===== src/rtl/hgc_pkg.sv =====
`default_nettype none
package hgc_pkg;

   localparam int COORD_WIDTH  = 32;
   localparam int MAX_VERTICES = 9;
   localparam int PLANE_COUNT  = 6;
   localparam int T_FRAC       = 62 - COORD_WIDTH;
   localparam int IDX_W        = $clog2(MAX_VERTICES + 1);
   localparam int PLANE_W      = 3;

   typedef logic signed [COORD_WIDTH-1:0] coord_type;
   typedef logic signed [COORD_WIDTH:0]   dist_type;
   typedef logic [IDX_W-1:0]              idx_type;
   typedef logic [PLANE_W-1:0]            plane_type;

   // x in the lowest bits
   typedef struct packed {
      coord_type w;
      coord_type z;
      coord_type y;
      coord_type x;
   } vertex_type;

   localparam plane_type PLANE_W_MINUS_X = 3'd0;
   localparam plane_type PLANE_W_PLUS_X  = 3'd1;
   localparam plane_type PLANE_W_MINUS_Y = 3'd2;
   localparam plane_type PLANE_W_PLUS_Y  = 3'd3;
   localparam plane_type PLANE_W_PLUS_Z  = 3'd4;
   localparam plane_type PLANE_W_MINUS_Z = 3'd5;

   localparam idx_type   LAST_SLOT   = idx_type'(MAX_VERTICES);
   localparam plane_type PLANE_LIMIT = plane_type'(PLANE_COUNT);

   typedef struct packed {
      logic      rd_en;
      logic      rd_buf;
      idx_type   rd_addr;
      logic      wr_in;
      logic      wr_tgt;
      logic      wr_cross;
      logic      wr_buf;
      idx_type   wr_addr;
      logic      latch_a;
      logic      cross_start;
      logic      out_load;
      logic      out_empty;
      logic      out_last;
      plane_type plane;
   } cmd_type;

   typedef struct packed {
      logic in_a;
      logic in_b;
      logic cross_done;
      logic cross_busy;
      logic out_busy;
   } stat_type;

   function automatic dist_type plane_dist(vertex_type v, plane_type p);
      dist_type w;
      dist_type x;
      dist_type y;
      dist_type z;
      w = dist_type'(v.w);
      x = dist_type'(v.x);
      y = dist_type'(v.y);
      z = dist_type'(v.z);
      case (p)
         PLANE_W_MINUS_X: return w - x;
         PLANE_W_PLUS_X:  return w + x;
         PLANE_W_MINUS_Y: return w - y;
         PLANE_W_PLUS_Y:  return w + y;
         PLANE_W_PLUS_Z:  return w + z;
         default:         return w - z;
      endcase
   endfunction

endpackage
`default_nettype wire


===== src/rtl/hgc_cross.sv =====
`default_nettype none
module hgc_cross (
   input  wire logic               clock,
   input  wire logic               reset,
   input  wire logic               start,
   input  wire hgc_pkg::vertex_type a,
   input  wire hgc_pkg::vertex_type b,
   input  wire hgc_pkg::dist_type  da,
   input  wire hgc_pkg::dist_type  db,
   output logic                    busy,
   output logic                    done,
   output hgc_pkg::vertex_type     result
);
   import hgc_pkg::*;

   localparam int ACC_W = COORD_WIDTH + T_FRAC + 2;
   localparam int CNT_W = $clog2(T_FRAC + 1);
   localparam int MAG_W = COORD_WIDTH + 1;

   logic [MAG_W-1:0]   num;
   logic [MAG_W-1:0]   dbm;
   logic [MAG_W:0]     rem_ff, rem_in, den_ff, den_in;
   logic [MAG_W+1:0]   rem_sh;
   logic               qbit;
   logic               sat_ff, sat_in, busy_ff, busy_in, done_ff, done_in;
   logic [CNT_W-1:0]   cnt_ff, cnt_in;
   vertex_type         a_ff, a_in;
   logic [MAG_W-1:0]   mag_ff [4];
   logic [MAG_W-1:0]   mag_in [4];
   logic               neg_ff [4];
   logic               neg_in [4];
   logic [ACC_W-1:0]   acc_ff [4];
   logic [ACC_W-1:0]   acc_in [4];

   always_comb begin
      logic [MAG_W-1:0] diff;
      logic [MAG_W-1:0] step;
      logic [MAG_W-1:0] sum;
      diff   = '0;
      num    = da[COORD_WIDTH] ? MAG_W'(-da) : MAG_W'(da);
      dbm    = db[COORD_WIDTH] ? MAG_W'(-db) : MAG_W'(db);
      rem_sh = {rem_ff, 1'b0};
      qbit   = rem_sh >= {1'b0, den_ff};
      rem_in = rem_ff;
      den_in = den_ff;
      sat_in = sat_ff;
      cnt_in = cnt_ff;
      busy_in = busy_ff;
      done_in = 1'b0;
      a_in   = a_ff;
      result = a_ff;
      for (int k = 0; k < 4; k++) begin
         mag_in[k] = mag_ff[k];
         neg_in[k] = neg_ff[k];
         acc_in[k] = acc_ff[k];
         step = acc_ff[k][T_FRAC +: MAG_W];
         sum  = neg_ff[k] ? MAG_W'(a_ff[k*COORD_WIDTH +: COORD_WIDTH]) - step
                          : MAG_W'(a_ff[k*COORD_WIDTH +: COORD_WIDTH]) + step;
         result[k*COORD_WIDTH +: COORD_WIDTH] = sum[COORD_WIDTH-1:0];
      end
      if (start) begin
         rem_in  = {1'b0, num};
         den_in  = {1'b0, num} + {1'b0, dbm};
         sat_in  = dbm == '0;
         cnt_in  = '0;
         busy_in = 1'b1;
         a_in    = a;
         for (int k = 0; k < 4; k++) begin
            diff = MAG_W'($signed(b[k*COORD_WIDTH +: COORD_WIDTH]))
                 - MAG_W'($signed(a[k*COORD_WIDTH +: COORD_WIDTH]));
            neg_in[k] = diff[MAG_W-1];
            mag_in[k] = diff[MAG_W-1] ? -diff : diff;
            acc_in[k] = '0;
         end
      end else if (busy_ff) begin
         if (sat_ff) begin
            for (int k = 0; k < 4; k++)
               acc_in[k] = ACC_W'(mag_ff[k]) << T_FRAC;
            busy_in = 1'b0;
            done_in = 1'b1;
         end else begin
            rem_in = qbit ? (MAG_W+1)'(rem_sh - {1'b0, den_ff}) : rem_sh[MAG_W:0];
            for (int k = 0; k < 4; k++)
               acc_in[k] = {acc_ff[k][ACC_W-2:0], 1'b0}
                         + (qbit ? ACC_W'(mag_ff[k]) : '0);
            cnt_in = cnt_ff + 1'b1;
            if (cnt_ff == CNT_W'(T_FRAC - 1)) begin
               busy_in = 1'b0;
               done_in = 1'b1;
            end
         end
      end
   end

   always_ff @(posedge clock) begin
      rem_ff <= rem_in;
      den_ff <= den_in;
      sat_ff <= sat_in;
      cnt_ff <= cnt_in;
      a_ff   <= a_in;
      for (int k = 0; k < 4; k++) begin
         mag_ff[k] <= mag_in[k];
         neg_ff[k] <= neg_in[k];
         acc_ff[k] <= acc_in[k];
      end
      if (reset) begin
         busy_ff <= 1'b0;
         done_ff <= 1'b0;
      end else begin
         busy_ff <= busy_in;
         done_ff <= done_in;
      end
   end

   assign busy = busy_ff;
   assign done = done_ff;

endmodule
`default_nettype wire


===== src/rtl/hgc_datapath.sv =====
`default_nettype none
module hgc_datapath (
   input  wire logic                clock,
   input  wire logic                reset,
   input  wire hgc_pkg::cmd_type    cmd,
   input  wire hgc_pkg::vertex_type in_vertex,
   input  wire logic                out_ready,
   output hgc_pkg::stat_type        stat,
   output hgc_pkg::vertex_type      out_vertex,
   output logic                     out_valid,
   output logic                     out_last,
   output logic                     out_empty
);
   import hgc_pkg::*;

   vertex_type mem0 [MAX_VERTICES];
   vertex_type mem1 [MAX_VERTICES];
   vertex_type rd_ff, a_ff, out_ff, wdata, cross_res;
   dist_type   da_ff, db;
   logic       we0, we1, cross_busy, cross_done;
   logic       out_valid_ff, out_last_ff, out_empty_ff;

   assign db    = plane_dist(rd_ff, cmd.plane);
   assign wdata = cmd.wr_in ? in_vertex : (cmd.wr_cross ? cross_res : rd_ff);
   assign we0   = cmd.wr_in | (cmd.wr_tgt & ~cmd.wr_buf);
   assign we1   = cmd.wr_tgt & cmd.wr_buf;

   hgc_cross u_cross (
      .clock  (clock),
      .reset  (reset),
      .start  (cmd.cross_start),
      .a      (a_ff),
      .b      (rd_ff),
      .da     (da_ff),
      .db     (db),
      .busy   (cross_busy),
      .done   (cross_done),
      .result (cross_res)
   );

   always_ff @(posedge clock) begin
      if (we0) mem0[cmd.wr_addr] <= wdata;
      if (we1) mem1[cmd.wr_addr] <= wdata;
      if (cmd.rd_en) rd_ff <= cmd.rd_buf ? mem1[cmd.rd_addr] : mem0[cmd.rd_addr];
      if (cmd.latch_a) begin
         a_ff  <= rd_ff;
         da_ff <= db;
      end
      if (cmd.out_load) begin
         out_ff       <= cmd.out_empty ? '0 : rd_ff;
         out_last_ff  <= cmd.out_last;
         out_empty_ff <= cmd.out_empty;
      end
      if (reset) out_valid_ff <= 1'b0;
      else if (cmd.out_load) out_valid_ff <= 1'b1;
      else if (out_ready) out_valid_ff <= 1'b0;
   end

   assign stat.in_a       = ~da_ff[COORD_WIDTH];
   assign stat.in_b       = ~db[COORD_WIDTH];
   assign stat.cross_done = cross_done;
   assign stat.cross_busy = cross_busy;
   assign stat.out_busy   = out_valid_ff;

   assign out_vertex = out_ff;
   assign out_valid  = out_valid_ff;
   assign out_last   = out_last_ff;
   assign out_empty  = out_empty_ff;

endmodule
`default_nettype wire


===== config.mk =====
export PLATFORM = sky130hd
export DESIGN_NAME = hgc_datapath
export DESIGN_NICKNAME = d
export VERILOG_FILES = /design/src/rtl/hgc_pkg.sv /design/src/rtl/hgc_cross.sv /design/src/rtl/hgc_datapath.sv
export SDC_FILE = /design/constraint.sdc
export NUM_CORES = 2
export LEC_CHECK = 0
export BUFFER_PORTS_ARGS = -buffer_cell sky130_fd_sc_hd__buf_2
export CAP_MARGIN = 20
export CORE_ASPECT_RATIO = 2
export CORE_UTILIZATION = 25
export DETAILED_ROUTE_END_ITERATION = 7
export GPL_TIMING_DRIVEN = 0
export PLACE_DENSITY = 0.46
export SLEW_MARGIN = 25
export SYNTH_ARGS = -nofsm -noshare
export SYNTH_HDL_FRONTEND = slang
export SYNTH_SLANG_ARGS = --single-unit
export TNS_END_PERCENT = 20

===== constraint.sdc =====
create_clock -name clock -period 15.7 [get_ports clock]
set_input_delay 0.785 -clock clock [delete_from_list [all_inputs] [get_ports clock]]
set_output_delay 0.785 -clock clock [all_outputs]
set_load 0.05 [all_outputs]

# Word-level counts from Yosys, hierarchy flattened
# Memories as Yosys holds them, arrays and structs flattened.
# Index checks and enable logic that the tools add are counted.
# W data, S select, Z words.
# totals
register_bits	624
wordCells	124
mem_bits_rw	2696
memories	5
# op_classes
n_reduce_logical	7
add_sub_neg	31
bitwise_logic	8
n_mux	39
eq_ne	6
order_cmp	1
# memory_table
memory	words	word_bits	rd	rd_clocked_by_memory_dff	wr	line	source
mem0	9	128	1	0	1	hgc_datapath.sv:16	vertex_type mem0 [MAX_VERTICES];
mem1	9	128	1	0	1	hgc_datapath.sv:17	vertex_type mem1 [MAX_VERTICES];
u_cross.acc_ff	4	64	4	0	4	hgc_cross.sv:32	logic [ACC_W-1:0] acc_ff [4];
u_cross.mag_ff	4	33	4	0	4	hgc_cross.sv:28	logic [MAG_W-1:0] mag_ff [4];
u_cross.neg_ff	4	1	4	0	4	hgc_cross.sv:30	logic neg_ff [4];
# op_table
op	n
$mux W256	3
$mux W33	13
$mux W128	3
$add A64 B33 Y64	4
$sub A32 B32 Y33	7
$neg A33 Y33	6
$pmux W33 S5	1
$mux W132	1
$add A32 B32 Y32	4
$mux W32	4
$sub A32 B32 Y32	4
$add A32 B32 Y33	3
$ge A35 B34 Y1	1
$add A33 B33 Y34	1
$mux W34	1
$sub A34 B34 Y34	1
$logic_not A33 Y1	1
$mux W1	12
$eq A3 B2 Y1 const B	2
$add A5 B1 Y5 const B	1
$eq A5 B5 Y1 const B	1
$not A1 Y1	5
$mux W4	1
$reduce_and A2 Y1	2
other kinds (8)	10

# Logic depth before layout (Yosys ltp)
# depth
ltp_word	6
mapped_depth	43
ltp_nobuf	37

# Modules after synthesis
# From an unflattened synthesis, not the netlist that was laid out.
# unflattened
hier_cells	11623
area_unflattened_um2	160044.7
# modules_own_cells
module	instances	seq_area_each_um2	area_per_inst_um2	cells_per_inst
hgc_datapath	1	81788.4	107644.5	5288
hgc_cross	1	15094.5	52400.3	6335

# Worst setup path after synthesis
# No wires, ideal clock.
# synth_timing
path_type	input -> register
startpoint	in cmd[15] (netlist name)
endpoint	mem mem0[4][0] (netlist name), enable pin
cell_stages	4
path_slack_ns	4.678
t_arrival_ns	10.248
t_required_ns	14.926
path_cell_list	clkbuf_1 a21oi_1 or3b_2 nor3_1
# synth_between
elab_chain_cells	3
# synth_rtl
element	line	source
start, declared	hgc_datapath.sv:5	input wire hgc_pkg::cmd_type cmd,
$or A1 B1 Y1	hgc_datapath.sv:25	assign we0 = cmd.wr_in | (cmd.wr_tgt & ~cmd.wr_buf);
$mux W1	hgc_datapath.sv:42	if (we0) mem0[cmd.wr_addr] <= wdata;
$mux W1 (implied by the code)	hgc_datapath.sv:42	
end, declared	hgc_datapath.sv:16	
# Every way passes these cells.

# Worst setup path after layout
# layout_timing
startpoint	reg rd_ff[3] (netlist name)
endpoint	reg u_cross.den_ff[32] (data pin)
# layout_between
elab_chain_cells	5
elab_cells_between_ends	6
classes_between	add/sub (4); mux (2)
# layout_rtl
element	line	source
start, declared	hgc_datapath.sv:18	vertex_type rd_ff, a_ff, out_ff, wdata, cross_res;
start signal, assigned	hgc_datapath.sv:44	if (cmd.rd_en) rd_ff <= cmd.rd_buf ? mem1[cmd.rd_addr] : mem0[cmd.rd_addr];
$add A32 B32 Y33 or $sub A32 B32 Y33 (tied branches)	hgc_pkg.sv:70, hgc_pkg.sv:69	
$pmux W33 S5 (*)	hgc_pkg.sv:68	case (p)
named net db[32]	hgc_datapath.sv:19	dist_type da_ff, db;
$neg A33 Y33	hgc_cross.sv:41	dbm = db[COORD_WIDTH] ? MAG_W'(-db) : MAG_W'(db);
$mux W33 (*)	hgc_cross.sv:41	
$add A33 B33 Y34 (*)	hgc_cross.sv:63	den_in = {1'b0, num} + {1'b0, dbm};
end signal, assigned	hgc_cross.sv:97	den_ff <= den_in;
end, declared	hgc_cross.sv:22	logic [MAG_W:0] rem_ff, rem_in, den_ff, den_in;
# Mark *: on every way through the listed nets, which the timed path passes. The rest lies on a longest branch.
# A chain may end at the register's enable or synchronous reset.

==> implementation parameters <==
Parameter                              Value

STA
  Time the final worst path needs with I/O delays and setup    11.69 ns
  Worst setup skew after layout    0.130 ns
  Unrepaired setup endpoints after global routing    false
  Hold Violations, Final    0
  Actual slew at the worst max-slew pin    about 1.2 ns
  Max-slew violation count    0
  Endpoints failing setup    0
  Final period utilization    between 70% and 80%
  Max-Slew Margin vs Limit    between 10% and 20%
  Worst hold slack    ~0.060 ns
  Timing-limited maximum frequency    85.6 MHz

Yosys
  Main synth FF type    sky130_fd_sc_hd__edfxtp_1
  Number of distinct standard cells referenced by the synthesized netlist    104
  Post-synthesis async set-or-reset flop share    0%
  Most numerous cell types in the synthesized netlist    3,055 x sky130_fd_sc_hd__edfxtp_1, 832 x sky130_fd_sc_hd__nor2_1, 749 x sky130_fd_sc_hd__a21oi_1, 640 x sky130_fd_sc_hd__mux4_2, 616 x sky130_fd_sc_hd__xnor2_1
  Seq cells post-synth    between 3k and 4k
  Synth top area share    between 50 and 60%
  Area leader, netlist    sky130_fd_sc_hd__edfxtp_1
  Top post-synthesis cells by area    sky130_fd_sc_hd__edfxtp_1 58%, sky130_fd_sc_hd__mux4_2 9.1%, sky130_fd_sc_hd__ha_1 3.9%
  Library cell with the highest instance count after synthesis    sky130_fd_sc_hd__edfxtp_1
  Post-Syn Nets    approximately 12k
  Seq/Total Area, Yosys    between 60% and 70%
  Number of flops mapped to enable cells by yosys    between 3k and 4k
  Cell area after synthesis    between 150,000 and 200,000 um^2
  Cell count after synthesis    11.5k
  Number of synthesis warnings    0
  Avg Inst Size Synth    around 14 um^2

Routing
  Number of nets with antenna violations after routing    0
  Routed vias    104k
  Wire length after detailed routing    roughly 640,000 um
  Number of detailed-route iterations in the first pass    6
  Final routed wire length divided by cell count    approximately 30 um
  Number of DRC violations after detailed routing    0
  Number of design-rule violations left by the first detailed-router iteration    8,466
  Vias per inst    between 4 and 5

Clock tree
  Clock Tree Buf Depth    5
  Num CTS Buffers    approximately 340
  Number of clock sinks    3,312
  Clock transition time at the flip-flop clock pins of the worst setup and hold paths    around 0.070 ns
  Depth of the CTS H-tree    5
  CTS tree    done
  Post-CTS setup-driven buffer insertion count    0
  Clock latency at the later pin of the worst-skew pair    approximately 1.1 ns
  Cell at the root of the clock tree    sky130_fd_sc_hd__clkbuf_16

Layout
  Share of layout cells above drive strength 1    ~17%
  Area of the multi-input gates    roughly 59,000 um^2
  Fill cell instance count of the final layout    around 64k
  Register area    96,900 um^2
  Layout overhead on the synthesized area    19.5%
  Nets    between 10k and 15k
  Layout Utilization    30.0%

Floorplanning
  Count of pins on the block boundary    289
  Starting utilization of the core area    between 20% and 30%
  Placement Rows    roughly 410
  Die boundary width    roughly 570 um
  Die area    639,000 um^2
  Total core area    632,000 um^2
  Y dimension of the die    1130 um

Global routing
  First-pass GRT wire length    about 870,000 um
  Largest net degree at the start of global routing    78
  Number of global-route vias before repair    between 100k and 150k
  Number of antenna violations at the first check in global routing    85
  Total gr overflow    0
  Overall Global Routing Usage    between 15 and 20%

Critical path
  Top cell by count, worst path    sky130_fd_sc_hd__a21o_1
  Critical path origin    rd_ff[3]$_DFFE_PP_
  Largest fanout on the critical path    10
  Reg2reg start    rd_ff[3]$_DFFE_PP_
  Type of the worst setup path    reg2reg
  CP Data Arrival Time    12.45 ns
  Crit. End Element    flop
  Cell with the largest stage delay on the worst path    sky130_fd_sc_hd__buf_1
  Cell family with most CP delay    compound AO/OA/AOI/OAI gates
  Buffers plus inverters on the worst setup path    7
  Startpoint kind of the worst setup timing path    flop
  CP max stage delay    approximately 0.63 ns
  Worst endpoint required time    approximately 16 ns

Power
  Fraction of power consumed by sequential logic    slightly above 40%
  Combinational share of power    between 20 and 30%
  Net Switching    ~0.009 W
  Cell area power density    around 140 nW/um^2
  Switching share of power    ~34%
  Peak supply drop    between 0.00008 and 0.00009 V
  Relative contribution of the clock network to total power    30.7%
  Leakage    approximately 65 nW
  Total power    0.0270 W
  Internal Pwr Total    between 0.015 and 0.02 W

Place
  Placer Congestion    0.954
  Number of port buffers    about 280
  Placed wire-length estimate    ~500,000 um

Run status
  Outcome    complete, no violations

Min path
  Launch instance of the worst min-delay path    reset
  Worst min-delay path class    in2reg

Job
  Max Cap Violations    0
## cells in the final DEF (no fill, tap or decap), types with 84 or more instances in the layout
master and instances:
sky130_fd_sc_hd__clkbuf_2 118, sky130_fd_sc_hd__nand3_1 137, sky130_fd_sc_hd__a22oi_1 185, sky130_fd_sc_hd__nor2b_1 332, sky130_fd_sc_hd__buf_2 333, sky130_fd_sc_hd__nor3_1 181
sky130_fd_sc_hd__mux2i_1 213, sky130_fd_sc_hd__o21ai_0 368, sky130_fd_sc_hd__ha_1 496, sky130_fd_sc_hd__xor2_1 264, sky130_fd_sc_hd__buf_4 153, sky130_fd_sc_hd__clkbuf_1 424
sky130_fd_sc_hd__a31oi_1 84, sky130_fd_sc_hd__buf_16 144, sky130_fd_sc_hd__mux4_2 640, sky130_fd_sc_hd__dfxtp_1 257, sky130_fd_sc_hd__xnor2_1 616, sky130_fd_sc_hd__a21oi_1 729
sky130_fd_sc_hd__a21o_1 186, sky130_fd_sc_hd__nor2_1 813, sky130_fd_sc_hd__nand2_1 476, sky130_fd_sc_hd__edfxtp_1 3055, sky130_fd_sc_hd__clkbuf_16 343, sky130_fd_sc_hd__inv_1 426
sky130_fd_sc_hd__nand2b_1 105
## worst paths after layout
| check | endpoint | slack, ns | cells past startpoint |
|---|---|---|---|
| setup / recovery | u_cross.den_ff[32]$_DFFE_PP_ | 4.01 | 40 |
| hold reg to reg | u_cross.a_ff[25]$_DFFE_PP_ | 0.41 | 0 |
| hold / removal | u_cross.busy$_SDFF_PP0_ | 0.06 | 2 |
| setup reg to reg | u_cross.den_ff[32]$_DFFE_PP_ | 4.01 | 40 |
## through the flow
| step | area [um^2] | TNS (ns) | std cells | setup slack [ns] |
|---|---|---|---|---|
| floorplan | 159000 | 0 | 11500 | 4.68 |
| global placement | 171000 | -8847.11 | 20000 | -12.69 |
| detailed placement | 179000 | 0 | 20500 | 3.88 |
| CTS | 190000 | 0 | 21100 | 4.11 |
| global route | 190000 | 0 | 21100 | 3.55 |
| finish | 190000 | 0 | 21100 | 4.01 |
## area by class of cell
type                       count  area share (%)
tap                         8300            5.47
sequential                  3312            51.0
clock buffer                 411            4.68
multi-input combinational   7148            31.0
timing repair buffer         719            4.67
antenna                       47          0.0619
clock inverter               184            1.02
buffer                       565            1.24
inverter                     429           0.848
## worst reg2reg max path: cells and delay by family (launching register included)
family	cells	cell delay [ns]
adder cells (fa/ha/maj)	2	0.84
AND/OR/NAND/NOR	13	3.01
XOR/XNOR	3	0.60
AO/OA/AOI/OAI	15	4.26
buffers and inverters	7	2.29
flip-flops	1	0.50
## state kept, by name, summed over array words and instances, names as in the netlist, 5 cells and up
register and flops:
out_vertex 128, u_cross.mag_ff 132, u_cross.acc_ff 248, rd_ff 128, u_cross.a_ff 128, u_cross.rem_ff 34, a_ff 128, mem0 1152
u_cross.den_ff 34, u_cross.cnt_ff 5, mem1 1152, da_ff 33
## power by group through the flow
| stage | combinational (W) | sequential [W] | clock, W |
|---|---|---|---|
| floorplan | 0.00497 | 0.0110 | 0 |
| global placement | 0.00741 | 0.0113 | 0 |
| detailed placement | 0.00773 | 0.0111 | 0 |
| CTS | 0.00777 | 0.0110 | 0.00849 |
| global route | 0.00842 | 0.0110 | 0.00874 |
| finish | 0.00777 | 0.0110 | 0.00831 |
## kinds of logic (layout without fill, tap and decap cells)
family / after synthesis / in the layout / synth area share (%)
adder cells (fa/ha/maj): 511 / 511 / 4.09
buffers and inverters: 994 / 2308 / 2.36
XOR/XNOR: 883 / 883 / 4.89
AND/OR/NAND/NOR: 2554 / 2554 / 7.93
flip-flops: 3312 / 3312 / 61.0
other: 0 / 47 / 0
multiplexers: 863 / 863 / 10.5
AO/OA/AOI/OAI: 2337 / 2337 / 9.29
## layer usage
layer / GRT usage, % / wire, um
met2: 36.1 / 335000
met5: 0 / 198
met3: 2.58 / 27800
met4: 15.2 / 57200
met1: 19.9 / 221000
## timing repair
item                                    CTS  global route
hold buffers                              1             0
endpoints found under the hold margin     1             0
resized for setup                         0             0
endpoints found under the setup margin    0             0
No activity file was read; power rests on OpenSTA's default activity.
