==> config.mk <==
export PLATFORM = sky130hd
export DESIGN_NAME = hgc_ctrl
export DESIGN_NICKNAME = d
export VERILOG_FILES = /design/src/rtl/hgc_pkg.sv /design/src/rtl/hgc_ctrl.sv
export SDC_FILE = /design/constraint.sdc
export NUM_CORES = 1
export LEC_CHECK = 0
export BUFFER_PORTS_ARGS = -buffer_cell sky130_fd_sc_hd__buf_2
export CORE_UTILIZATION = 56
export DETAILED_ROUTE_END_ITERATION = 12
export PLACE_DENSITY = 0.89
export SYNTH_ARGS = -nofsm -noshare
export SYNTH_HDL_FRONTEND = slang
export SYNTH_SLANG_ARGS = --single-unit
==> constraint.sdc <==
create_clock -name clock -period 3.16 [get_ports clock]
set_clock_uncertainty 0.1 [all_clocks]
set_input_delay 0.632 -clock clock [delete_from_list [all_inputs] [get_ports clock]]
set_output_delay 0.632 -clock clock [all_outputs]
set_load 0.005 [all_outputs]
==> src/rtl/hgc_pkg.sv <==
`default_nettype none
package hgc_pkg;

   localparam int COORD_WIDTH  = 32;
   localparam int MAX_VERTICES = 9;
   localparam int PLANE_COUNT  = 6;
   localparam int T_FRAC       = 62 - COORD_WIDTH;
   localparam int IDX_W        = $clog2(MAX_VERTICES + 1);
   localparam int PLANE_W      = 3;

   typedef logic signed [COORD_WIDTH-1:0] coord_type;
   typedef logic signed [COORD_WIDTH:0]   dist_type;
   typedef logic [IDX_W-1:0]              idx_type;
   typedef logic [PLANE_W-1:0]            plane_type;

   // x in the lowest bits
   typedef struct packed {
      coord_type w;
      coord_type z;
      coord_type y;
      coord_type x;
   } vertex_type;

   localparam plane_type PLANE_W_MINUS_X = 3'd0;
   localparam plane_type PLANE_W_PLUS_X  = 3'd1;
   localparam plane_type PLANE_W_MINUS_Y = 3'd2;
   localparam plane_type PLANE_W_PLUS_Y  = 3'd3;
   localparam plane_type PLANE_W_PLUS_Z  = 3'd4;
   localparam plane_type PLANE_W_MINUS_Z = 3'd5;

   localparam idx_type   LAST_SLOT   = idx_type'(MAX_VERTICES);
   localparam plane_type PLANE_LIMIT = plane_type'(PLANE_COUNT);

   typedef struct packed {
      logic      rd_en;
      logic      rd_buf;
      idx_type   rd_addr;
      logic      wr_in;
      logic      wr_tgt;
      logic      wr_cross;
      logic      wr_buf;
      idx_type   wr_addr;
      logic      latch_a;
      logic      cross_start;
      logic      out_load;
      logic      out_empty;
      logic      out_last;
      plane_type plane;
   } cmd_type;

   typedef struct packed {
      logic in_a;
      logic in_b;
      logic cross_done;
      logic cross_busy;
      logic out_busy;
   } stat_type;

   function automatic dist_type plane_dist(vertex_type v, plane_type p);
      dist_type w;
      dist_type x;
      dist_type y;
      dist_type z;
      w = dist_type'(v.w);
      x = dist_type'(v.x);
      y = dist_type'(v.y);
      z = dist_type'(v.z);
      case (p)
         PLANE_W_MINUS_X: return w - x;
         PLANE_W_PLUS_X:  return w + x;
         PLANE_W_MINUS_Y: return w - y;
         PLANE_W_PLUS_Y:  return w + y;
         PLANE_W_PLUS_Z:  return w + z;
         default:         return w - z;
      endcase
   endfunction

endpackage
`default_nettype wire

==> src/rtl/hgc_ctrl.sv <==
`default_nettype none
module hgc_ctrl (
   input  wire logic              clock,
   input  wire logic              reset,
   input  wire logic              in_valid,
   input  wire logic              in_last,
   output logic                   in_ready,
   input  wire hgc_pkg::stat_type stat,
   output hgc_pkg::cmd_type       cmd
);
   import hgc_pkg::*;

   typedef enum logic [2:0] {
      S_LOAD, S_PASS, S_FIRST, S_EDGE, S_CROSS, S_KEEP, S_EMIT
   } state_type;

   state_type state_ff, state_in;
   logic [1:0] loaded_ff, loaded_in;
   idx_type    vcount_ff, vcount_in, i_ff, i_in, cnt_ff, cnt_in, emit_ff, emit_in;
   plane_type  plane_ff, plane_in;
   logic       sel_ff, sel_in;

   always_comb begin
      idx_type cnt_next;
      state_in  = state_ff;
      loaded_in = loaded_ff;
      vcount_in = vcount_ff;
      i_in      = i_ff;
      cnt_in    = cnt_ff;
      emit_in   = emit_ff;
      plane_in  = plane_ff;
      sel_in    = sel_ff;
      cnt_next  = cnt_ff;
      in_ready  = 1'b0;
      cmd       = '0;
      cmd.plane  = plane_ff;
      cmd.rd_buf = sel_ff;
      cmd.wr_buf = ~sel_ff;
      cmd.wr_addr = cnt_ff;
      case (state_ff)
         S_LOAD: begin
            in_ready = 1'b1;
            cmd.wr_addr = idx_type'(loaded_ff);
            if (in_valid) begin
               cmd.wr_in = 1'b1;
               if (in_last) begin
                  vcount_in = idx_type'(loaded_ff) + 1'b1;
                  loaded_in = '0;
                  plane_in  = '0;
                  sel_in    = 1'b0;
                  state_in  = S_PASS;
               end else if (loaded_ff != 2'd2) begin
                  loaded_in = loaded_ff + 1'b1;
               end
            end
         end
         S_PASS: begin
            cmd.rd_en = 1'b1;
            if (plane_ff == PLANE_LIMIT || vcount_ff == '0) begin
               cmd.rd_addr = '0;
               emit_in  = '0;
               state_in = S_EMIT;
            end else begin
               cmd.rd_addr = vcount_ff - 1'b1;
               state_in = S_FIRST;
            end
         end
         S_FIRST: begin
            cmd.latch_a = 1'b1;
            cmd.rd_en   = 1'b1;
            cmd.rd_addr = '0;
            i_in     = '0;
            cnt_in   = '0;
            state_in = S_EDGE;
         end
         S_EDGE: begin
            if (stat.in_a != stat.in_b && cnt_ff < LAST_SLOT) begin
               cmd.cross_start = 1'b1;
               state_in = S_CROSS;
            end else begin
               state_in = S_KEEP;
            end
         end
         S_CROSS: begin
            if (stat.cross_done) begin
               cmd.wr_tgt   = 1'b1;
               cmd.wr_cross = 1'b1;
               cnt_in   = cnt_ff + 1'b1;
               state_in = S_KEEP;
            end
         end
         S_KEEP: begin
            if (stat.in_b && cnt_ff < LAST_SLOT) begin
               cmd.wr_tgt = 1'b1;
               cnt_next   = cnt_ff + 1'b1;
            end
            cnt_in = cnt_next;
            cmd.latch_a = 1'b1;
            if (i_ff == vcount_ff - 1'b1) begin
               vcount_in = cnt_next;
               sel_in    = ~sel_ff;
               plane_in  = plane_ff + 1'b1;
               state_in  = S_PASS;
            end else begin
               i_in        = i_ff + 1'b1;
               cmd.rd_en   = 1'b1;
               cmd.rd_addr = i_ff + 1'b1;
               state_in    = S_EDGE;
            end
         end
         S_EMIT: begin
            if (!stat.out_busy) begin
               cmd.out_load  = 1'b1;
               cmd.out_empty = vcount_ff == '0;
               cmd.out_last  = vcount_ff == '0 || emit_ff == vcount_ff - 1'b1;
               if (cmd.out_last) begin
                  state_in = S_LOAD;
               end else begin
                  emit_in     = emit_ff + 1'b1;
                  cmd.rd_en   = 1'b1;
                  cmd.rd_addr = emit_ff + 1'b1;
               end
            end
         end
         default: state_in = S_LOAD;
      endcase
   end

   always_ff @(posedge clock) begin
      if (reset) begin
         state_ff  <= S_LOAD;
         loaded_ff <= '0;
         vcount_ff <= '0;
         i_ff      <= '0;
         cnt_ff    <= '0;
         emit_ff   <= '0;
         plane_ff  <= '0;
         sel_ff    <= 1'b0;
      end else begin
         state_ff  <= state_in;
         loaded_ff <= loaded_in;
         vcount_ff <= vcount_in;
         i_ff      <= i_in;
         cnt_ff    <= cnt_in;
         emit_ff   <= emit_in;
         plane_ff  <= plane_in;
         sel_ff    <= sel_in;
      end
   end

endmodule
`default_nettype wire

# Word level (Yosys, flattened, before mapping)
# Index checks and enable logic that the tools add are counted.
dict set report totals {
  ff_bits 25
  in_bits 9
  output_inout_bits 23
  word_cells 110
}
dict set report classes {
  addsub 7
  magnitude_cmp 1
  eq_ne 20
  n_mux 54
  n_bitwise 1
  reduce_logical 19
}
# cell count
set ops {}
lappend ops {{$mux W4} 14}
lappend ops {{$mux W3} 11}
lappend ops {{$pmux W4 S2} 3}
lappend ops {{$pmux W4 S3} 2}
lappend ops {{$pmux W3 S7} 1}
lappend ops {{$ne A2 B2 Y1 const B} 10}
lappend ops {{$mux W1} 15}
lappend ops {{$add A4 B1 Y4 const B} 3}
lappend ops {{$eq A3 B3 Y1 const B} 4}
lappend ops {{$eq A4 B4 Y1} 2}
lappend ops {{$mux W2} 4}
lappend ops {{$reduce_and A4 Y1} 2}
lappend ops {{$reduce_bool A2 Y1} 4}
lappend ops {{$eq A3 B2 Y1 const B} 2}
lappend ops {{$pmux W3 S2} 1}
lappend ops {{$reduce_and A5 Y1} 1}
lappend ops {{$logic_not A4 Y1} 1}
lappend ops {{$lt A4 B4 Y1 const B} 1}
lappend ops {{$pmux W1 S2} 2}
lappend ops {{$reduce_and A2 Y1} 2}
lappend ops {{$reduce_or A2 Y1} 2}
lappend ops {{$sub A4 B1 Y4 const B} 1}
lappend ops {{$add A2 B1 Y3 const B} 1}
lappend ops {{$add A3 B1 Y3 const B} 1}
lappend ops {{10 further kinds} 12}

# Logic depth before layout (Yosys ltp)
# Gate-level depths: netlist of the first run.
dict set report depth {
  depth_word 6
  depth_mapped 10
  ltp_nobuf 7
}

# Worst setup path before layout of the first run
# OpenSTA, ideal clock, no wires.
dict set report synth_timing {
  path_type {reg2out}
  from {reg vcount_ff[0]}
  to {out cmd[17] (netlist name)}
  t_arrival_ns 1.827
  required_ns 2.428
  path_slack_ns 0.601
  path_stages_with_launch 10
  path_buffers 3
  path_cell_list {dfxtp_1 > buf_2 > inv_1 > ha_1 > clkbuf_1 > or3b_2 > nand2_1 > a21o_1 > buf_2 > o221ai_1}
}
# element line_no
set synth_lines {}
lappend synth_lines {{from (decl)} hgc_ctrl.sv:19} ;# idx_type vcount_ff, vcount_in, i_ff, i_in, cnt_ff, cnt_in, emit_ff, emit_in;
lappend synth_lines {{from (signal assigned)} hgc_ctrl.sv:142} ;# vcount_ff <= vcount_in;
lappend synth_lines {{to (decl)} hgc_ctrl.sv:9} ;# output hgc_pkg::cmd_type cmd

==> flow_metrics.env, run 1 <==
export IMPL_end_kind="output pin"
export IMPL_gp_congestion=0.889
export IMPL_max_slew_margin_rel_pct=59.5
export IMPL_die_w_um=59.7
export IMPL_setup_viol=0
export IMPL_wirelength_um=4370
export IMPL_viasPerCell=5.77
export IMPL_grt_usage_pct=26.1
export IMPL_synth_main_ff_cell="dfxtp_1"
export IMPL_p_leak_nw=0.849
export IMPL_drt_first_iter_violations=69
export IMPL_synth_top_cell_by_area="dfxtp_1"
export IMPL_async_flop_share_pct=0
export IMPL_hpwl_um=3170
export IMPL_clkTransAtPathRegs_ns=0.15
export IMPL_required_ns=2.43
export IMPL_ys_types=54
export IMPL_synth_cell_area_sq_um=1860
export IMPL_finalCritPeriodShare_pct=94.3
export IMPL_cts_tree="yes"
export IMPL_num_antenna_cells=0
export IMPL_crit_path_start_kind="register"
export IMPL_finalPower_mw=1.03
export IMPL_start_util_pct=60.1
export IMPL_maxSlewViolCount=0
export IMPL_ys_warn_count=0
export IMPL_hold_path_class="reg2reg"
export IMPL_cp_arrival_ns=2.25
export IMPL_die_h_um=59.7
export IMPL_avgSynthCellArea_sq_um=8.00
export IMPL_layout_nets=275
export IMPL_maxCapViolCount=0
export IMPL_worst_pin_slew_ns=0.604
export IMPL_cts_hold_fix_buffers=0
export IMPL_synth_edff_count=0
export IMPL_hold_viol=0
export IMPL_drc=0
export IMPL_critPathMaxFanout=6
export IMPL_area_delta_synth_final_pct=10.9
export IMPL_postCtsSetupRepairBufs=0
export IMPL_ir_drop_uv=345
export IMPL_clock_latency_ns=0.32
export IMPL_numCtsBuffers=3
export IMPL_numClockSinks=25
export IMPL_fmax_mhz=336
export IMPL_cts_max_level=1
export IMPL_ios=32
export IMPL_grt_overflow=0
export IMPL_wl_per_cell_um=14.6
export IMPL_fin_crit_ns=2.98
export IMPL_setup_tns_ns=0
export IMPL_synthCells=233
export IMPL_dieArea_sq_um=3560
export IMPL_fin_util_pct=66.7
export IMPL_grt_max_degree=28
export IMPL_grt_pass1_vias=1541
export IMPL_ys_top_cells_by_area="dfxtp_1, ha_1, xnor2_1"
export IMPL_drive_gt1_share_pct=21.1
export IMPL_ys_seq_elements=25
export IMPL_place_port_buffers=30
export IMPL_crit_type="reg2out"
export IMPL_vias=1730
export IMPL_dp_slack_ns=0.389
export IMPL_synth_nets=251
export IMPL_drt_pre_antenna_iters=5
export IMPL_grt_antenna_before_repair=0
export IMPL_cts_resized=1
export IMPL_ant_nets=0
export IMPL_synth_top_area_share_pct=26.8
export IMPL_fin_ws_ns=0.182
export IMPL_ys_seq_area_share_pct=26.8
export IMPL_grt_first_pass_wirelength_um=7020
export IMPL_num_rows=20
export IMPL_p_per_area_nw_per_um2=496
export IMPL_cts_root_buf="clkbuf_4"
export IMPL_holdWs_ns=0.430
export IMPL_status="completed"
export IMPL_core_sq_um=3100
export IMPL_cts_buffer_depth=2
report_power, final:
group / leakage, nW / internal, mW / switching, mW
Combinational: 0.633 / 0.193 / 0.285
Clock: 0.0139 / 0.0483 / 0.103
Sequential: 0.202 / 0.341 / 0.0549
Total: 0.849 / 0.582 / 0.443
path summary, 6_finish.rpt:
kind	start	end	slack, ns	depth (start not counted)
setup / recovery	vcount_ff[1]$_SDFFE_PP0P_	cmd[19]	0.18	8
hold / removal	cnt_ff[0]$_SDFFE_PP0P_	cnt_ff[0]$_SDFFE_PP0P_	0.43	2
setup reg to reg	vcount_ff[1]$_SDFFE_PP0P_	plane_ff[0]$_SDFFE_PP0P_	0.92	7
hold reg to reg	cnt_ff[0]$_SDFFE_PP0P_	cnt_ff[0]$_SDFFE_PP0P_	0.43	2
Yosys cell counts, types with 2 or more instances:
library cell  count
and3_1            5
o21ai_0           7
xor2_1            6
nor2b_1           4
a31oi_1           4
a32o_1            2
mux2i_1           2
nand3_1          13
o21ai_1           2
buf_6             2
a31o_2            2
nor3b_1           2
a21o_1            3
a221o_1           2
nor3_1            5
o211ai_1          2
inv_1            13
or3b_2            2
buf_2             5
ha_1              9
clkbuf_1          7
o221ai_1          3
a41oi_1           2
a21oi_2           2
nor4_1            2
a21oi_1          19
nand2_1          21
nand2b_1          8
o31ai_1           4
a211o_1           2
xnor2_1          11
nor2_1           14
dfxtp_1          25
metrics by stage:
stage          cells  area [sq um]
2_1_floorplan    233          1860
3_3_place_gp     296          2020
3_5_place_dp     296          2020
4_1_cts          300          2050
5_1_grt          300          2070
6_report         300          2070
cell usage in the layout (no fill, tap or decap), types with 5 or more instances in the layout:
cell type / instances
a21oi_1: 19
and3_1: 5
buf_2: 30
dfxtp_1: 25
ha_1: 9
inv_1: 13
nand2_1: 21
nand2b_1: 8
nand3_1: 13
nor2_1: 14
nor3_1: 5
o21ai_0: 7
xnor2_1: 11
xor2_1: 5
registers in the layout (all words and copies together) (netlist names):
signal / cells
i_ff: 4
sel_ff: 1
cnt_ff: 4
loaded_ff: 2
state_ff: 3
plane_ff: 3
emit_ff: 4
vcount_ff: 4
layout make-up:
class                           instances  area (sq um)
Fill cell                             281          1030
Sequential cell                        25           500
Multi-Input combinational cell        180          1250
Inverter                               13          48.8
Clock inverter                          1          7.51
Clock buffer                            3          22.5
Timing Repair Buffer                   34           180
Tap cell                               44          55.1
cell families after synthesis:
logic type                 synth area share [%]
xor gates and xnor gates                   11.3
DFF                                        26.8
AOI/OAI and AO/OA                          23.9
and+or+nand+nor                            23.8
adders and majority gates                  6.04
muxes                                      1.07
buffers and inverters                      6.98
routing by layer:
| metal | part of all wire [%] | global-route usage, % |
|---|---|---|
| met4 | 1.1 | 8.97 |
| met5 | 0 | 0 |
| met3 | 4.8 | 3.68 |
| met2 | 50 | 43.8 |
| met1 | 44 | 34.3 |
critical path, stage by stage, from the launching register on:
cell and delay, ns:
dfxtp_1 0.43, inv_1 0.06, ha_1 0.37, xor2_2 0.22
nand3_1 0.19, o21ai_4 0.24, nand2b_1 0.16, o221ai_1 0.11
buf_2 0.14
Power figures use the tool's default switching activity.
==> run 2: changes to the inputs <==
--- a/config.mk
+++ b/config.mk
@@ -6,9 +6,9 @@
 export NUM_CORES = 1
 export LEC_CHECK = 0
 export BUFFER_PORTS_ARGS = -buffer_cell sky130_fd_sc_hd__buf_2
-export CORE_UTILIZATION = 56
+export CORE_UTILIZATION = 51
 export DETAILED_ROUTE_END_ITERATION = 12
-export PLACE_DENSITY = 0.89
+export PLACE_DENSITY = 0.85
 export SYNTH_ARGS = -nofsm -noshare
 export SYNTH_HDL_FRONTEND = slang
 export SYNTH_SLANG_ARGS = --single-unit
==> constraint.sdc (replaced) <==
create_clock -name clock -period 2.4 [get_ports clock]
set_clock_uncertainty 0.1 [all_clocks]
set_input_delay 0.48 -clock clock [delete_from_list [all_inputs] [get_ports clock]]
set_output_delay 0.48 -clock clock [all_outputs]
set_load 0.005 [all_outputs]
==> run 2 against run 1 <==
Net effect:
- the run now ends with negative setup slack left
- cell count up 8.0%
- wire length up 30%
- die area up 9.5%
- final area up 17%
- sequential share of layout area down 3.3 points
- combinational power up 70%
- total power up 50%
- critical path depth down 2
- clock power up 34%
- setup slack worse by 0.42 ns
- first-iteration DRC count rose to 2.8 times the previous value
- critical endpoint is now cmd[17]
- largest cell class unchanged
==> flow_metrics.env, run 2 (synthesis gave the netlist of run 1 again) <==
export IMPL_ant_nets=0
export IMPL_grt_usage_pct=26.1
export IMPL_use_met3_pct=3.28
export IMPL_p_leak_nw=1.01
export IMPL_cts_max_level=1
export IMPL_busiest_layer="met2"
export IMPL_num_antenna_cells=0
export IMPL_finalPower_mw=1.54
export IMPL_grt_pass1_vias=1843
export IMPL_numClockSinks=25
export IMPL_cts_tree="yes"
export IMPL_start_util_pct=54.6
export IMPL_crit_slowest_cell="xnor3_1"
export IMPL_cp_arrival_ns=2.06
export IMPL_grt_overflow=0
export IMPL_placed_cell_area_sq_um=2100
export IMPL_required_ns=1.82
export IMPL_reg2reg_from="vcount_ff[2]$_SDFFE_PP0P_"
export IMPL_hpwl_um=3380
export IMPL_numCtsBuffers=3
export IMPL_die_h_um=62.5
export IMPL_wirelength_um=5680
export IMPL_endpoint="cmd[17]"
export IMPL_fin_ws_ns=-0.243
export IMPL_crit_path_start_kind="register"
export IMPL_hold_viol=0
export IMPL_maxSlewViolCount=0
export IMPL_die_w_um=62.5
export IMPL_drive_gt1_share_pct=37.1
export IMPL_fin_crit_ns=2.64
export IMPL_maxCapViolCount=0
export IMPL_holdWs_ns=0.392
export IMPL_area_delta_synth_final_pct=30.3
export IMPL_fin_util_pct=71.1
export IMPL_rsz0062_at_grt="yes"
export IMPL_crit_buf_inv=2
export IMPL_ios=32
export IMPL_critPathMaxStageDelay_ns=0.46
export IMPL_place_port_buffers=30
export IMPL_setup_viol=5
export IMPL_finalCritPeriodShare_pct=110
export IMPL_p_per_area_nw_per_um2=635
export IMPL_max_slew_margin_rel_pct=62.3
export IMPL_grt_first_pass_wirelength_um=8310
export IMPL_worst_r2r_endpoint="plane_ff[2]$_SDFFE_PP0P_"
export IMPL_grt_antenna_before_repair=0
export IMPL_path_depth=6
export IMPL_ir_drop_uv=368
export IMPL_path_cells="buf_6, xnor3_1, nand3_4, o211ai_1, o221ai_1, buf_2"
export IMPL_end_kind="output pin"
export IMPL_grt_max_degree=28
export IMPL_status="finished, violations left"
export IMPL_met1_usage_pct=31.8
export IMPL_drc=0
export IMPL_cts_root_buf="clkbuf_4"
export IMPL_hold_path_class="in2reg"
export IMPL_worst_pin_slew_ns=0.564
export IMPL_path_delay_family="compound AO/OA/AOI/OAI gates"
export IMPL_layout_nets=297
export IMPL_wl_per_cell_um=17.5
export IMPL_critPathMaxFanout=5
export IMPL_viasPerCell=6.06
export IMPL_core_sq_um=3420
export IMPL_layout_common_cells="buf_2, buf_4, nand2_1, dfxtp_1, a21oi_1"
export IMPL_worst_r2r_path_depth=9
export IMPL_vias=1963
export IMPL_finalInstanceArea_sq_um=2430
export IMPL_failed_checks="negative setup slack"
export IMPL_drt_pre_antenna_iters=5
export IMPL_crit_start="vcount_ff[2]$_SDFFE_PP0P_"
export IMPL_cts_buffer_depth=2
export IMPL_num_fill_cells=267
export IMPL_gp_congestion=0.827
export IMPL_clock_latency_ns=0.32
export IMPL_num_rows=21
export IMPL_clkTransAtPathRegs_ns=0.15
export IMPL_crit_type="reg2out"
export IMPL_rrSetupSlack_ns=0.17
export IMPL_fmax_mhz=378
export IMPL_drt_first_iter_violations=193
export IMPL_layout_commonest_cell="buf_2"
export IMPL_use_met2_pct=47.1
export IMPL_dieArea_sq_um=3900
## run 2: through the flow
step / TNS, ns / cells / worst slack [ns]
floorplan: 0 / 233 / 0.0617
global placement: -0.0234 / 308 / -0.0234
detailed placement: -0.169 / 308 / -0.0782
CTS: -0.489 / 322 / -0.111
global route: -1.28 / 324 / -0.299
finish: -0.898 / 324 / -0.243
## run 2: where the power goes
group,switching [mW],internal (mW)
clock network,0.139,0.0637
logic,0.463,0.349
registers,0.0739,0.454
total,0.675,0.867
## run 2: layout make-up
class | count | area (sq um) | area share [%]
clock buffers | 3 | 22.5 | 0.927
flip-flops and latches | 25 | 508 | 20.9
well taps | 46 | 57.6 | 2.37
inverters | 13 | 48.8 | 2.01
multi-input cells | 180 | 1420 | 58.6
repair buffers | 56 | 360 | 14.8
clock inverters | 1 | 7.51 | 0.309
## run 2: tightest hold or removal path: cells and delay by family
kind / cells / cell delay (ns)
AO/OA/AOI/OAI: 2 / 0.21
buffers and inverters: 1 / 0.10
## run 2: worst min path at each step
stage                                    from                         to  slack, ns  cells past startpoint
floorplan           vcount_ff[1]$_SDFFE_PP0P_  vcount_ff[1]$_SDFFE_PP0P_       0.38                      2
CTS                                   stat[0]   state_ff[1]$_SDFFE_PP0P_       0.40                      3
global route                          in_last  loaded_ff[1]$_SDFFE_PP0P_       0.44                      4
detailed placement       i_ff[3]$_SDFFE_PP0P_       i_ff[3]$_SDFFE_PP0P_       0.41                      2
global placement     plane_ff[2]$_SDFFE_PP0P_   plane_ff[2]$_SDFFE_PP0P_       0.39                      2
finish                                stat[0]   state_ff[1]$_SDFFE_PP0P_       0.39                      3
## run 2: routing by layer
| layer | up-vias | wire [um] |
|---|---|---|
| met5 | - | 0 |
| met4 | 0 | 144 |
| met2 | 101 | 2850 |
| met3 | 20 | 402 |
| li1 | 923 | - |
| met1 | 919 | 2280 |
## run 2: timing repair
| action | CTS | global route |
|---|---|---|
| gates cloned | 0 | 0 |
| hold buffers | 0 | 0 |
| gates resized for setup | 25 | 21 |
| setup buffers | 10 | 3 |
| endpoints found under the setup margin | 10 | 7 |
| pin swaps | 8 | 6 |
